--- src/hdl/ucfr_pkg.sv ---
`timescale 1ns / 1ps
// Shared types and constants of the UART CRC frame receiver.
// No dependencies; every other file of the block imports this package.
package ucfr_pkg;

   localparam int BYTE_W               = 8;
   localparam int CRC_W                = 16;
   localparam int FRAME_LEN_W          = 7;
   localparam int CSR_IDX_W            = 3;
   localparam int CSR_DATA_W           = 16;
   localparam int DEFAULT_PAYLOAD_DEPTH = 64;

   // register indexes of the configuration port
   typedef enum logic [CSR_IDX_W-1:0] {
      CSR_FRAME_HEAD  = 3'd0,
      CSR_FRAME_TAIL  = 3'd1,
      CSR_CRC_POLY    = 3'd2,
      CSR_CRC_INIT    = 3'd3,
      CSR_CRC_REFLECT = 3'd4,
      CSR_CRC_XOROUT  = 3'd5
   } csr_index_type;

   // register values after reset (CRC-16/MODBUS framing defaults)
   localparam logic [BYTE_W-1:0] HEAD_RST    = 8'hA5;
   localparam logic [BYTE_W-1:0] TAIL_RST    = 8'h5A;
   localparam logic [CRC_W-1:0]  POLY_RST    = 16'h8005;
   localparam logic [CRC_W-1:0]  INIT_RST    = 16'hFFFF;
   localparam logic              REFLECT_RST = 1'b1;
   localparam logic [CRC_W-1:0]  XOROUT_RST  = 16'h0000;

   // control from the frame sequencer to the CRC unit
   typedef struct packed {
      logic              load;
      logic              feed;
      logic [BYTE_W-1:0] data;
   } crc_ctl_type;

endpackage

--- src/hdl/ucfr_req_if.sv ---
`timescale 1ns / 1ps
// Input channel of the frame receiver: one received byte per transaction.
// Depends on ucfr_pkg for the byte width.
interface ucfr_req_if;
   import ucfr_pkg::*;

   logic              valid;
   logic              ready;
   logic [BYTE_W-1:0] rx_byte;

   modport source (output valid, output rx_byte, input ready);
   modport sink   (input valid, input rx_byte, output ready);
endinterface

--- src/hdl/ucfr_rsp_if.sv ---
`timescale 1ns / 1ps
// Result channel of the frame receiver: one payload byte per transaction.
// Depends on ucfr_pkg for the field widths.
interface ucfr_rsp_if;
   import ucfr_pkg::*;

   logic                   valid;
   logic                   ready;
   logic [BYTE_W-1:0]      payload_byte;
   logic                   payload_last;
   logic [FRAME_LEN_W-1:0] frame_length;

   modport source (output valid, output payload_byte, output payload_last,
                   output frame_length, input ready);
   modport sink   (input valid, input payload_byte, input payload_last,
                   input frame_length, output ready);
endinterface

--- src/hdl/uart_crc_frame_receiver.sv ---
`timescale 1ns / 1ps
// UART CRC frame receiver: top level. Depends on ucfr_pkg, ucfr_req_if,
// ucfr_rsp_if, ucfr_payload_ram and ucfr_crc_unit.
//
// Usage:
//   req_chan carries received bytes, one per transaction. Frames are laid out
//   as head, length L, L payload bytes, CRC-16 high, CRC-16 low, tail. A head
//   byte restarts the frame anywhere; bytes outside a frame are ignored.
//   rsp_chan returns the L payload bytes of a frame whose tail and CRC match,
//   with payload_last on the final one and frame_length = L on each.
//   Bad frames, and lengths above PAYLOAD_DEPTH, produce nothing.
//   csr_we/csr_index/csr_wdata write the head, tail and CRC settings; write
//   them only while the block is idle.
// Throughput and drain sequence:
//   req_chan.ready stays high while frames are received. After a good tail
//   the sequencer issues the first RAM read in S_READ and shows the first
//   payload byte in S_OUT, then one byte per cycle as rsp_chan.ready allows,
//   read from the payload RAM. req_chan.ready is low from a good tail until
//   the last payload byte is taken, so input is held off while draining.
// Reset and stall:
//   Reset returns to idle with the default registers (CRC-16/MODBUS, head
//   0xA5, tail 0x5A). A stalled receiver holds the current payload byte.
module uart_crc_frame_receiver #(
   parameter int PAYLOAD_DEPTH = ucfr_pkg::DEFAULT_PAYLOAD_DEPTH
) (
   input  logic                             clock,
   input  logic                             reset,
   ucfr_req_if.sink                         req_chan,
   ucfr_rsp_if.source                       rsp_chan,
   input  logic                             csr_we,
   input  logic [ucfr_pkg::CSR_IDX_W-1:0]   csr_index,
   input  logic [ucfr_pkg::CSR_DATA_W-1:0]  csr_wdata
);
   import ucfr_pkg::*;

   localparam int ADDR_W = (PAYLOAD_DEPTH > 1) ? $clog2(PAYLOAD_DEPTH) : 1;
   localparam int LEN_W  = $clog2(PAYLOAD_DEPTH + 1);
   localparam int POS_W  = $clog2(PAYLOAD_DEPTH + 5);

   typedef enum logic [1:0] {
      S_RECV,
      S_READ,
      S_OUT
   } state_type;

   // configuration registers
   logic [BYTE_W-1:0] head_ff;
   logic [BYTE_W-1:0] tail_ff;
   logic [CRC_W-1:0]  poly_ff;
   logic [CRC_W-1:0]  init_ff;
   logic              reflect_ff;
   logic [CRC_W-1:0]  xorout_ff;

   // frame state
   state_type         state_ff, state_in;
   logic [POS_W-1:0]  pos_ff, pos_in;
   logic [LEN_W-1:0]  len_ff, len_in;
   logic [BYTE_W-1:0] crc_hi_ff, crc_hi_in;
   logic [BYTE_W-1:0] crc_lo_ff, crc_lo_in;
   logic [ADDR_W-1:0] out_idx_ff, out_idx_in;

   logic              take;
   logic [BYTE_W-1:0] ch;
   logic [POS_W-1:0]  len_ext;
   crc_ctl_type       crc_ctl;
   logic [CRC_W-1:0]  crc_final;
   logic              wr_en;
   logic [ADDR_W-1:0] wr_addr;
   logic              rd_en;
   logic [ADDR_W-1:0] rd_addr;
   logic [BYTE_W-1:0] rd_data;
   logic              out_last;

   // configuration writes
   always_ff @(posedge clock) begin
      if (reset) begin
         head_ff    <= HEAD_RST;
         tail_ff    <= TAIL_RST;
         poly_ff    <= POLY_RST;
         init_ff    <= INIT_RST;
         reflect_ff <= REFLECT_RST;
         xorout_ff  <= XOROUT_RST;
      end else if (csr_we) begin
         case (csr_index)
            CSR_FRAME_HEAD:  head_ff    <= csr_wdata[BYTE_W-1:0];
            CSR_FRAME_TAIL:  tail_ff    <= csr_wdata[BYTE_W-1:0];
            CSR_CRC_POLY:    poly_ff    <= csr_wdata;
            CSR_CRC_INIT:    init_ff    <= csr_wdata;
            CSR_CRC_REFLECT: reflect_ff <= csr_wdata[0];
            CSR_CRC_XOROUT:  xorout_ff  <= csr_wdata;
            default: ;
         endcase
      end
   end

   assign take     = req_chan.valid && req_chan.ready;
   assign ch       = req_chan.rx_byte;
   assign len_ext  = POS_W'(len_ff);
   assign wr_addr  = ADDR_W'(pos_ff - POS_W'(2));
   assign out_last = (LEN_W'(out_idx_ff) + LEN_W'(1)) == len_ff;

   // frame sequencer: parse one byte per transaction, then drain the store
   always_comb begin
      state_in     = state_ff;
      pos_in       = pos_ff;
      len_in       = len_ff;
      crc_hi_in    = crc_hi_ff;
      crc_lo_in    = crc_lo_ff;
      out_idx_in   = out_idx_ff;
      crc_ctl      = '0;
      crc_ctl.data = ch;
      wr_en        = 1'b0;
      rd_en        = 1'b0;
      rd_addr      = '0;
      case (state_ff)
         S_RECV: begin
            if (take) begin
               if (ch == head_ff) begin
                  pos_in       = POS_W'(1);
                  len_in       = '0;
                  crc_ctl.load = 1'b1;
               end else if (pos_ff == '0) begin
                  // outside a frame: drop
               end else if (pos_ff == POS_W'(1)) begin
                  if (ch == '0) begin
                     len_in = '0;
                     pos_in = POS_W'(2);
                  end else if (int'(ch) > PAYLOAD_DEPTH) begin
                     len_in = '0;
                     pos_in = '0;
                  end else begin
                     len_in = LEN_W'(ch);
                     pos_in = POS_W'(2);
                  end
               end else if (len_ff == '0) begin
                  // zero length: swallow until the next head
               end else if (pos_ff < len_ext + POS_W'(2)) begin
                  wr_en        = 1'b1;
                  crc_ctl.feed = 1'b1;
                  pos_in       = pos_ff + POS_W'(1);
               end else if (pos_ff == len_ext + POS_W'(2)) begin
                  crc_hi_in = ch;
                  pos_in    = pos_ff + POS_W'(1);
               end else if (pos_ff == len_ext + POS_W'(3)) begin
                  crc_lo_in = ch;
                  pos_in    = pos_ff + POS_W'(1);
               end else begin
                  // tail: check and emit or drop
                  pos_in = '0;
                  if (ch == tail_ff && crc_final == {crc_hi_ff, crc_lo_ff}) begin
                     state_in = S_READ;
                  end
               end
            end
         end
         S_READ: begin
            rd_en      = 1'b1;
            out_idx_in = '0;
            state_in   = S_OUT;
         end
         S_OUT: begin
            if (rsp_chan.ready) begin
               if (out_last) begin
                  state_in = S_RECV;
               end else begin
                  rd_en      = 1'b1;
                  rd_addr    = out_idx_ff + ADDR_W'(1);
                  out_idx_in = out_idx_ff + ADDR_W'(1);
               end
            end
         end
         default: state_in = S_RECV;
      endcase
   end

   always_ff @(posedge clock) begin
      if (reset) begin
         state_ff   <= S_RECV;
         pos_ff     <= '0;
         len_ff     <= '0;
         crc_hi_ff  <= '0;
         crc_lo_ff  <= '0;
         out_idx_ff <= '0;
      end else begin
         state_ff   <= state_in;
         pos_ff     <= pos_in;
         len_ff     <= len_in;
         crc_hi_ff  <= crc_hi_in;
         crc_lo_ff  <= crc_lo_in;
         out_idx_ff <= out_idx_in;
      end
   end

   ucfr_crc_unit u_crc (
      .clock       (clock),
      .reset       (reset),
      .ctl         (crc_ctl),
      .crc_poly    (poly_ff),
      .crc_init    (init_ff),
      .crc_reflect (reflect_ff),
      .crc_xorout  (xorout_ff),
      .crc_final   (crc_final)
   );

   ucfr_payload_ram #(
      .DEPTH  (PAYLOAD_DEPTH),
      .ADDR_W (ADDR_W)
   ) u_ram (
      .clock   (clock),
      .wr_en   (wr_en),
      .wr_addr (wr_addr),
      .wr_data (ch),
      .rd_en   (rd_en),
      .rd_addr (rd_addr),
      .rd_data (rd_data)
   );

   // channel outputs
   assign req_chan.ready        = (state_ff == S_RECV);
   assign rsp_chan.valid        = (state_ff == S_OUT);
   assign rsp_chan.payload_byte = rd_data;
   assign rsp_chan.payload_last = out_last;
   assign rsp_chan.frame_length = FRAME_LEN_W'(len_ff);

   // input and output never move in the same cycle
   assert property (@(posedge clock) disable iff (reset)
      !(req_chan.ready && rsp_chan.valid))
      else $error("input accepted while a payload byte is shown");

   // the final payload byte hands control back to the receiver
   assert property (@(posedge clock) disable iff (reset)
      rsp_chan.valid && rsp_chan.ready && rsp_chan.payload_last |=> req_chan.ready)
      else $error("receiver not resumed after the last payload byte");

   // the read index stays inside the declared length while draining
   assert property (@(posedge clock) disable iff (reset)
      rsp_chan.valid |-> (LEN_W'(out_idx_ff) < len_ff))
      else $error("payload read index beyond frame length");

   // no store write while draining the store
   assert property (@(posedge clock) disable iff (reset)
      wr_en |-> take && !rd_en)
      else $error("payload store written outside reception");
endmodule

--- src/hdl/ucfr_payload_ram.sv ---
`timescale 1ns / 1ps
// Payload byte store: one write port, one read port, registered read data.
// Depends on ucfr_pkg for the byte width.
module ucfr_payload_ram #(
   parameter int DEPTH  = ucfr_pkg::DEFAULT_PAYLOAD_DEPTH,
   parameter int ADDR_W = (DEPTH > 1) ? $clog2(DEPTH) : 1
) (
   input  logic                       clock,
   input  logic                       wr_en,
   input  logic [ADDR_W-1:0]          wr_addr,
   input  logic [ucfr_pkg::BYTE_W-1:0] wr_data,
   input  logic                       rd_en,
   input  logic [ADDR_W-1:0]          rd_addr,
   output logic [ucfr_pkg::BYTE_W-1:0] rd_data
);
   import ucfr_pkg::*;

   logic [BYTE_W-1:0] mem [DEPTH];
   logic [BYTE_W-1:0] rd_data_ff;

   // write port
   always_ff @(posedge clock) begin
      if (wr_en) begin
         mem[wr_addr] <= wr_data;
      end
   end

   // read port with registered output; data holds while no read is issued
   always_ff @(posedge clock) begin
      if (rd_en) begin
         rd_data_ff <= mem[rd_addr];
      end
   end

   assign rd_data = rd_data_ff;
endmodule

--- src/hdl/ucfr_crc_unit.sv ---
`timescale 1ns / 1ps
// Running CRC-16 register with configurable polynomial, init, reflection
// and output XOR. Depends on ucfr_pkg for the control struct and widths.
module ucfr_crc_unit (
   input  logic                        clock,
   input  logic                        reset,
   input  ucfr_pkg::crc_ctl_type       ctl,
   input  logic [ucfr_pkg::CRC_W-1:0]  crc_poly,
   input  logic [ucfr_pkg::CRC_W-1:0]  crc_init,
   input  logic                        crc_reflect,
   input  logic [ucfr_pkg::CRC_W-1:0]  crc_xorout,
   output logic [ucfr_pkg::CRC_W-1:0]  crc_final
);
   import ucfr_pkg::*;

   logic [CRC_W-1:0] crc_ff;
   logic [CRC_W-1:0] crc_in;
   logic [CRC_W-1:0] crc_out;

   function automatic logic [BYTE_W-1:0] rev8(input logic [BYTE_W-1:0] v);
      logic [BYTE_W-1:0] r;
      for (int i = 0; i < BYTE_W; i++) begin
         r[i] = v[BYTE_W-1-i];
      end
      return r;
   endfunction

   // shift one byte through the divider, MSB first
   function automatic logic [CRC_W-1:0] crc_step(input logic [CRC_W-1:0] c,
                                                 input logic [BYTE_W-1:0] b,
                                                 input logic [CRC_W-1:0] poly);
      logic [CRC_W-1:0] r;
      r = c ^ {b, {(CRC_W-BYTE_W){1'b0}}};
      for (int i = 0; i < BYTE_W; i++) begin
         r = r[CRC_W-1] ? ((r << 1) ^ poly) : (r << 1);
      end
      return r;
   endfunction

   // load at frame start, advance on each payload byte
   always_comb begin
      crc_in = crc_ff;
      if (ctl.load) begin
         crc_in = crc_init;
      end else if (ctl.feed) begin
         crc_in = crc_step(crc_ff, crc_reflect ? rev8(ctl.data) : ctl.data, crc_poly);
      end
   end

   always_ff @(posedge clock) begin
      if (reset) begin
         crc_ff <= INIT_RST;
      end else begin
         crc_ff <= crc_in;
      end
   end

   // output reflection swaps bytes and reverses each
   assign crc_out   = crc_reflect ? {rev8(crc_ff[BYTE_W-1:0]), rev8(crc_ff[CRC_W-1:BYTE_W])}
                                  : crc_ff;
   assign crc_final = crc_out ^ crc_xorout;
endmodule
--- src/flat_wrapper.sv ---
// flat-port wrapper written by rule: the top's interface ports become plain ports
module uart_crc_frame_receiver_flat import ucfr_pkg::*;
#(
   parameter int PAYLOAD_DEPTH = ucfr_pkg::DEFAULT_PAYLOAD_DEPTH
)
  (clock, reset, csr_we, csr_index, csr_wdata, req_chan_valid, req_chan_rx_byte, req_chan_ready, rsp_chan_valid, rsp_chan_payload_byte, rsp_chan_payload_last, rsp_chan_frame_length, rsp_chan_ready);
  ucfr_req_if req_chan_i ();
  ucfr_rsp_if rsp_chan_i ();
  input  logic clock;
  input  logic reset;
  input  logic csr_we;
  input  logic [ucfr_pkg::CSR_IDX_W-1:0] csr_index;
  input  logic [ucfr_pkg::CSR_DATA_W-1:0] csr_wdata;
  input wire logic [$bits(req_chan_i.valid)-1:0] req_chan_valid;
  input wire logic [$bits(req_chan_i.rx_byte)-1:0] req_chan_rx_byte;
  output wire logic [$bits(req_chan_i.ready)-1:0] req_chan_ready;
  output wire logic [$bits(rsp_chan_i.valid)-1:0] rsp_chan_valid;
  output wire logic [$bits(rsp_chan_i.payload_byte)-1:0] rsp_chan_payload_byte;
  output wire logic [$bits(rsp_chan_i.payload_last)-1:0] rsp_chan_payload_last;
  output wire logic [$bits(rsp_chan_i.frame_length)-1:0] rsp_chan_frame_length;
  input wire logic [$bits(rsp_chan_i.ready)-1:0] rsp_chan_ready;
  assign req_chan_i.valid = req_chan_valid;
  assign req_chan_i.rx_byte = req_chan_rx_byte;
  assign req_chan_ready = req_chan_i.ready;
  assign rsp_chan_valid = rsp_chan_i.valid;
  assign rsp_chan_payload_byte = rsp_chan_i.payload_byte;
  assign rsp_chan_payload_last = rsp_chan_i.payload_last;
  assign rsp_chan_frame_length = rsp_chan_i.frame_length;
  assign rsp_chan_i.ready = rsp_chan_ready;
  uart_crc_frame_receiver #(.PAYLOAD_DEPTH(PAYLOAD_DEPTH)) u_core (.clock(clock), .reset(reset), .req_chan(req_chan_i), .rsp_chan(rsp_chan_i), .csr_we(csr_we), .csr_index(csr_index), .csr_wdata(csr_wdata));
endmodule
--- config.mk ---
export PLATFORM = sky130hd
export DESIGN_NAME = uart_crc_frame_receiver_flat
export DESIGN_NICKNAME = d
export VERILOG_FILES = /design/src/hdl/ucfr_pkg.sv /design/src/hdl/ucfr_req_if.sv /design/src/hdl/ucfr_rsp_if.sv /design/src/hdl/uart_crc_frame_receiver.sv /design/src/hdl/ucfr_payload_ram.sv /design/src/hdl/ucfr_crc_unit.sv /design/src/flat_wrapper.sv
export SDC_FILE = /design/constraint.sdc
export NUM_CORES = 1
export LEC_CHECK = 0
export BUFFER_PORTS_ARGS = -buffer_cell sky130_fd_sc_hd__clkbuf_2
export CORE_MARGIN = 5
export CORE_UTILIZATION = 45
export DETAILED_ROUTE_END_ITERATION = 10
export MAX_ROUTING_LAYER = met4
export PLACE_DENSITY = 0.56
export SETUP_SLACK_MARGIN = 0.5
export SYNTH_ARGS = -nofsm -noshare
export SYNTH_HDL_FRONTEND = slang
export SYNTH_SLANG_ARGS = --single-unit
--- constraint.sdc ---
create_clock -name clock -period 4.8 [get_ports clock]
set_clock_uncertainty 0.1 [all_clocks]
set_input_delay 0.48 -clock clock [delete_from_list [all_inputs] [get_ports clock]]
set_output_delay 0.48 -clock clock [all_outputs]
set_load 0.005 [all_outputs]
### Yosys cells after proc, flatten, opt, wreduce, memory -nomap -nowiden

Memory sizes are Yosys's and may differ from the RTL's. A register that Yosys moved wholly into a read port is not among the register bits.
Index checks and enable logic that the tools add are counted.

| word-level totals | value |
|---|---|
| bits in registers | 119 |
| bits in writable memories | 512 |
| bits of input ports | 32 |
| output and inout bits | 18 |
| word-level logic and storage cells | 147 |
| memories kept | 1 |

| cells by class | value |
|---|---|
| add/subtract/negate cells | 6 |
| order comparisons | 2 |
| eq/ne operators | 28 |
| mux-type cells | 59 |
| bitwise operators | 16 |
| reductions and logical operators | 22 |

Memories:

| memory | depth | width | read ports | clocked after Yosys merged registers in | wr ports | RTL line | text |
|---|---|---|---|---|---|---|---|
| u_core.u_ram.mem | 64 | 8 | 1 | 1 | 1 | ucfr_payload_ram.sv:18 | `logic [BYTE_W-1:0] mem [DEPTH];` |

Operator list:

| cell | number |
|---|---|
| 2-to-1 mux 16 bit | 11 |
| XOR 16 bit | 10 |
| 2-to-1 mux 7 bit | 13 |
| 2-to-1 mux 6 bit | 5 |
| 2-to-1 mux 2 bit | 14 |
| equality test 7 bit | 3 |
| != test 2 bit (second input constant) | 10 |
| equality test 16 bit | 1 |
| equality test 8 bit | 2 |
| adder 7 x 2 -> 7 bit (second input constant) | 2 |
| zero test 7 bit | 2 |
| 2-to-1 mux 1 bit | 12 |
| one-hot mux 6 bit (2 select lines) | 1 |
| AND reduction 2 bit | 6 |
| AND reduction 11 bit | 1 |
| AND reduction 9 bit | 1 |
| greater-than comparator 8 x 7 -> 1 bit (second input constant) | 1 |
| zero test 8 bit | 1 |
| 2-to-1 mux 8 bit | 1 |
| AND reduction 4 bit | 2 |
| AND reduction 8 bit | 1 |
| adder 6 x 1 -> 7 bit (second input constant) | 1 |
| adder 7 x 1 -> 7 bit (second input constant) | 1 |
| equality test 7 x 1 -> 1 bit (second input constant) | 1 |
| 18 further kinds | 30 |

### Depth between registers and ports, before layout

| depth | value |
|---|---|
| depth after elaboration | 20 |
| depth in mapped cells | 19 |
| gate-level depth less buffers | 15 |

### Cells and area by module

A second synthesis with hierarchy kept.

| unflattened totals | value |
|---|---|
| cell total of the unflattened synthesis | 2,161 |
| area total of the unflattened synthesis | 29,458.3 µm² |

By module, submodules not included:

| module | instances | cells each | area an instance (µm²) | sequential area each (µm²) |
|---|---|---|---|---|
| ucfr_payload_ram | 1 | 972 | 20,270.7 | 15,615.0 |
| uart_crc_frame_receiver | 1 | 630 | 5,257.5 | 2,062.0 |
| ucfr_crc_unit | 1 | 559 | 3,930.0 | 320.3 |

### Worst setup path after synthesis

Ideal clock, no wire load.

| path | value |
|---|---|
| path type | input -> register |
| from | input port req_chan_rx_byte[7] |
| to | register u_core.u_crc.crc_ff[6] |
| library setup time | 0.125 ns |
| data arrival time | 4.208 ns |
| data required time | 4.575 ns |
| setup slack | 0.367 ns |
| stages on the path | 17 |
| buffers on the path | 3 |
| cell sequence | buf_2 -> mux2i_4 -> xnor2_4 -> o21ai_1 -> a32o_1 -> or3_1 -> a32o_2 -> or4_1 -> buf_2 -> and2_1 -> buf_6 -> o31a_1 -> a21o_1 -> and3_1 -> xnor3_1 -> mux2i_1 -> nand2_1 |

| on the way | value |
|---|---|
| cells in the longest elaborated chain, start to end | 19 |
| elaborated cells on any way between the ends | 26 |
| classes of those cells | 1 x eq/ne; 15 x mux; 9 x bitwise; 1 x reduce/logical |

RTL lines:

| element | RTL line | text |
|---|---|---|
| start, declared | flat_wrapper.sv:15 | `input wire logic [$bits(req_chan_i.rx_byte)-1:0] req_chan_rx_byte;` |
| 2-to-1 mux 8 bit | ucfr_crc_unit.sv:46 | `crc_in = crc_step(crc_ff, crc_reflect ? rev8(ctl.data) : ctl.data, crc_poly);` |
| XOR 16 bit | ucfr_crc_unit.sv:33 | `r = c ^ {b, {(CRC_W-BYTE_W){1'b0}}};` |
| XOR 16 bit | ucfr_crc_unit.sv:35 | `r = r[CRC_W-1] ? ((r << 1) ^ poly) : (r << 1);` |
| 2-to-1 mux 16 bit | ucfr_crc_unit.sv:35 |  |
| XOR 16 bit | ucfr_crc_unit.sv:35 |  |
| 2-to-1 mux 16 bit | ucfr_crc_unit.sv:35 |  |
| XOR 16 bit | ucfr_crc_unit.sv:35 |  |
| 2-to-1 mux 16 bit | ucfr_crc_unit.sv:35 |  |
| [... 2 more ...] | - |  |
| XOR 16 bit | ucfr_crc_unit.sv:35 |  |
| 2-to-1 mux 16 bit | ucfr_crc_unit.sv:35 |  |
| XOR 16 bit | ucfr_crc_unit.sv:35 |  |
| 2-to-1 mux 16 bit | ucfr_crc_unit.sv:35 |  |
| XOR 16 bit | ucfr_crc_unit.sv:35 |  |
| 2-to-1 mux 16 bit (2 in series) | ucfr_crc_unit.sv:35 |  |
| 2-to-1 mux 16 bit | ucfr_crc_unit.sv:45 | `end else if (ctl.feed) begin` |
| 2-to-1 mux 16 bit | ucfr_crc_unit.sv:43 | `if (ctl.load) begin` |
| end signal, assigned | ucfr_crc_unit.sv:54 | `crc_ff <= crc_in;` |
| end, declared | ucfr_crc_unit.sv:16 | `logic [CRC_W-1:0] crc_ff;` |

Parallel ways exist; a longest one is shown, timed or not. The select of a mux whose other input is x is not followed.
A chain may end at the register's enable or synchronous reset.

### Worst setup path in the final report

| path | value |
|---|---|
| from | register u_core.reflect_ff |
| to | register u_core.u_crc.crc_ff[7] |

| on the way | value |
|---|---|
| cells in the longest elaborated chain, start to end | 19 |
| elaborated cells on any way between the ends | 20 |
| classes of those cells | 11 x mux; 9 x bitwise |

RTL lines:

| element | RTL line | text |
|---|---|---|
| start, declared | uart_crc_frame_receiver.sv:51 | `logic reflect_ff;` |
| start signal, assigned | uart_crc_frame_receiver.sv:89 | `CSR_CRC_REFLECT: reflect_ff <= csr_wdata[0];` |
| 2-to-1 mux 8 bit (*) | ucfr_crc_unit.sv:46 |  |
| XOR 16 bit (*) | ucfr_crc_unit.sv:33 |  |
| 2-to-1 mux 16 bit (*) | ucfr_crc_unit.sv:35 |  |
| XOR 16 bit / 2-to-1 mux 16 bit (equally long branches) | ucfr_crc_unit.sv:35 |  |
| 2-to-1 mux 16 bit (*) | ucfr_crc_unit.sv:35 |  |
| XOR 16 bit / 2-to-1 mux 16 bit (equally long branches) | ucfr_crc_unit.sv:35 |  |
| 2-to-1 mux 16 bit (*) | ucfr_crc_unit.sv:35 |  |
| XOR 16 bit / 2-to-1 mux 16 bit (equally long branches) | ucfr_crc_unit.sv:35 |  |
| [... 3 more ...] | - |  |
| XOR 16 bit / 2-to-1 mux 16 bit (equally long branches) | ucfr_crc_unit.sv:35 |  |
| 2-to-1 mux 16 bit (*) | ucfr_crc_unit.sv:35 |  |
| XOR 16 bit / 2-to-1 mux 16 bit (equally long branches) | ucfr_crc_unit.sv:35 |  |
| 2-to-1 mux 16 bit (*) | ucfr_crc_unit.sv:35 |  |
| XOR 16 bit / 2-to-1 mux 16 bit (equally long branches) | ucfr_crc_unit.sv:35 |  |
| 2-to-1 mux 16 bit (*) | ucfr_crc_unit.sv:35 |  |
| 2-to-1 mux 16 bit (*) | ucfr_crc_unit.sv:45 |  |
| 2-to-1 mux 16 bit (*) | ucfr_crc_unit.sv:43 |  |

Mark *: on every way between the ends. The rest lies on a longest branch, timed or not. The select of a mux whose other input is x is not followed.

==> metrics.yaml <==
critical_path:
  crit_chain: "mux2i_4 > xnor2_4 > o21ai_1 > a32o_2 > or3_4 > a32o_2 > or4_4 > and2_1 > o31a_1 > a21o_2 > and2_2 > nand2_1 > xnor3_1 > o21ai_1"
  crit_required_ps: 5240
  crit_buf_inv: 0
  critPathTopFamily: "compound AO/OA/AOI/OAI gates"
  max_stage_delay_ps: 450
  end_kind: "flop"
  rrSetupSlack_ps: 580
  r2r-start: "u_core.reflect_ff"
  critPathMaxFanout: 9
  critical_path.startpoint_type: "flop"
  cp_slowest_cell: "or4_4"
  setup.worst_path.start: "u_core.reflect_ff"
  path_class: "reg2reg"
  cp.arrival_ps: 4650
global_route:
  grt.total_usage_pct: 23.2
  grt_max_degree: 222
  antenna_found_initial: 1
  grt_pass1_vias: 19800
  overflow: 0
  grt_pass1_wl_um: 123000
clock_network:
  path_clk_slew_ps: 60
  ctsHtreeMaxLevel: 3
  tritoncts: "done"
  clock_sinks: 639
  ctsHoldBuffers: 0
  clock_latency_ps: 610
  clockBufferDepth: 3
  cts-root-buf: "clkbuf_16"
  cts_buffers: 71
route:
  drt_first_pass_iters: 5
  drc: 0
  top_layer: "met4"
  drt-met1-wl_um: 37700
  vias: 20700
  met3RoutedLength_um: 5260
  first_iter_violations: 1968
  ant_nets: 0
  totalWireLength_um: 83600
  met2_length_um: 38400
  viasPerCell: 5.85
  post_drt_wl_per_cell_um: 23.7
power_and_ir_drop:
  power_density_nw_per_um2: 352
  irDropWorstVdd_v: 0.000244
  total_leakage_power_nw: 11.4
  power.total_mw: 12.1
layout:
  syn2layout_area_growth_pct: 15.1
  final_util_pct: 52.3
  drive_gt1_share_pct: 16.1
  nets: 2663
min_path:
  worstHoldStart: "csr_wdata[9]"
  hp-class: "in2reg"
yosys:
  synthArstFlopShare_pct: 0
  seq_area_frac_synth_pct: 60.1
  synth-edff-count: 520
  syn-num-nets: 2581
  syn-cell-area_sq_um: 29900
  avgSynthCellArea_sq_um: 11.8
  synth-warning-count: 0
  synth-main-ff-cell: "edfxtp_1"
  synthDistinctLibCells: 67
  synth_cells: 2532
  ys_ff_latch: 639
place:
  place_hpwl_um: 52900
  place_ws_ps: 26.2
  io_buffers: 49
  gp_congestion: 0.848
sta:
  hold_ws_ps: 36.8
  period_share_pct: 87.8
  timing.slew.headroom_pct: 35.5
  rsz0062_at_grt: "yes"
  setup_violations: 0
  slew_violations: 0
  worstMarginPinSlew_ps: 968
  finalHoldViolCount: 0
  fmax_ghz: 0.237
  tns_ps: 0
  setup_ws_ps: 583
  period_needed_ps: 4220
floorplanning:
  rows: 94
  die_h_um: 268
  start_util_pct: 45.4
  io_pins: 50
  design.die.area_sq_um: 71700
  core_sq_um: 65900
  dieWidth_um: 268
flow_run:
  drv_cap: 0
status:
  status: "finished clean"
## cells in the mapped netlist (all sizes together) (34+ instances only)
cell	n	area, sq um
xor2	43	384
dfxtp	119	2380
o311ai	66	578
nor2	295	1110
xnor2	99	886
nand2b	68	425
o211ai	75	563
nand3	91	455
mux2i	40	413
nand3b	34	255
o21ai	87	435
mux4	64	1440
buf	36	169
edfxtp	520	15600
nand2	297	1110
a21oi	146	731
clkbuf	162	608
## what timing repair did
| item | 4_1_cts | 5_1_grt |
|---|---|---|
| gates cloned | 0 | 5 |
| pin swaps | 1 | 10 |
| gates resized for setup | 9 | 31 |
| setup endpoints to repair | 23 | 40 |
| setup buffers | 4 | 6 |
## tightest hold or removal path: cells and delay by family
kind	cells	cell delay [ps]
AND/OR/NAND/NOR	2	120
buffers and inverters	1	110
## registers in the layout, summed over array words and instances, names as in the netlist, 8 cells and up
register              count
u_core.xorout_ff         16
u_core.tail_ff            8
u_core.crc_hi_ff          8
u_core.head_ff            8
u_core.poly_ff           16
u_core.u_crc.crc_ff      16
u_core.crc_lo_ff          8
u_core.u_ram.rd_data      8
u_core.init_ff           16
u_core.u_ram.mem        512
## metal layers
layer | vias to the layer above | track usage, %
li1 | 9559 | -
met1 | 10300 | 33.0
met4 | 0 | 6.78
met3 | 146 | 3.46
met5 | - | -
met2 | 691 | 35.0
## report_power, final
group          switching [mW]  internal [mW]
combinational           0.430          0.259
clock                    2.23           3.19
sequential             0.0210           6.00
## per-stage QoR
| step | instance area [sq um] | std cells |
|---|---|---|
| floorplan | 29900 | 2532 |
| global placement | 31700 | 3390 |
| detailed placement | 31700 | 3390 |
| CTS | 34100 | 3519 |
| global route | 34400 | 3531 |
| finish | 34400 | 3532 |
## area by class of cell
type / instances / area, sq um
multi-input cells: 1675 / 11300
fillers: 5726 / 31400
clock inverters: 41 / 443
well taps: 864 / 1080
clock buffers: 84 / 1880
repair buffers: 205 / 1640
inverters: 22 / 86.3
flip-flops and latches: 639 / 18000
diodes: 2 / 5.00
## worst paths after layout
check | end | cells past startpoint
worst max-delay path | u_core.u_crc.crc_ff[7] | 14
worst min-delay path | u_core.init_ff[9] | 3
worst max register to register | u_core.u_crc.crc_ff[7] | 14
worst min register to register | u_core.xorout_ff[2] | 2
## logic make-up after synthesis
family / after synthesis / synth area share [%]
flops: 639 / 60.1
mux: 109 / 6.39
simple gates: 910 / 14.1
xor+xnor: 155 / 5.23
compound gates: 482 / 10.5
buf+inv: 220 / 2.87
fa+ha+maj: 17 / 0.711
## cells in the final DEF (no fill, tap or decap), types with 10 or more instances in the layout
master     Yosys  final
edfxtp_1     520    520
nand2_1      297    295
nor2_1       295    292
buf_4          0    146
a21oi_1      146    145
dfxtp_1      119    116
xnor2_1       98     94
nand3_1       91     88
o21ai_0       77     75
o211ai_1      75     75
clkbuf_16      0     75
nand2b_1      68     68
o311ai_0      66     65
mux4_2        64     64
clkbuf_2       0     40
xor2_1        42     39
mux2i_1       39     38
nand3b_1      34     34
nor3_1        27     27
a31oi_1       23     21
inv_1         22     21
nor4bb_1      21     21
and3_1        16     16
ha_1          17     16
a211oi_1      17     15
a221oi_1      14     14
clkinv_1       0     14
o21ai_1       10     12
xnor3_1       12     12
clkinv_2       0     11
o21a_1        10     10
Power figures use the tool's default switching activity.
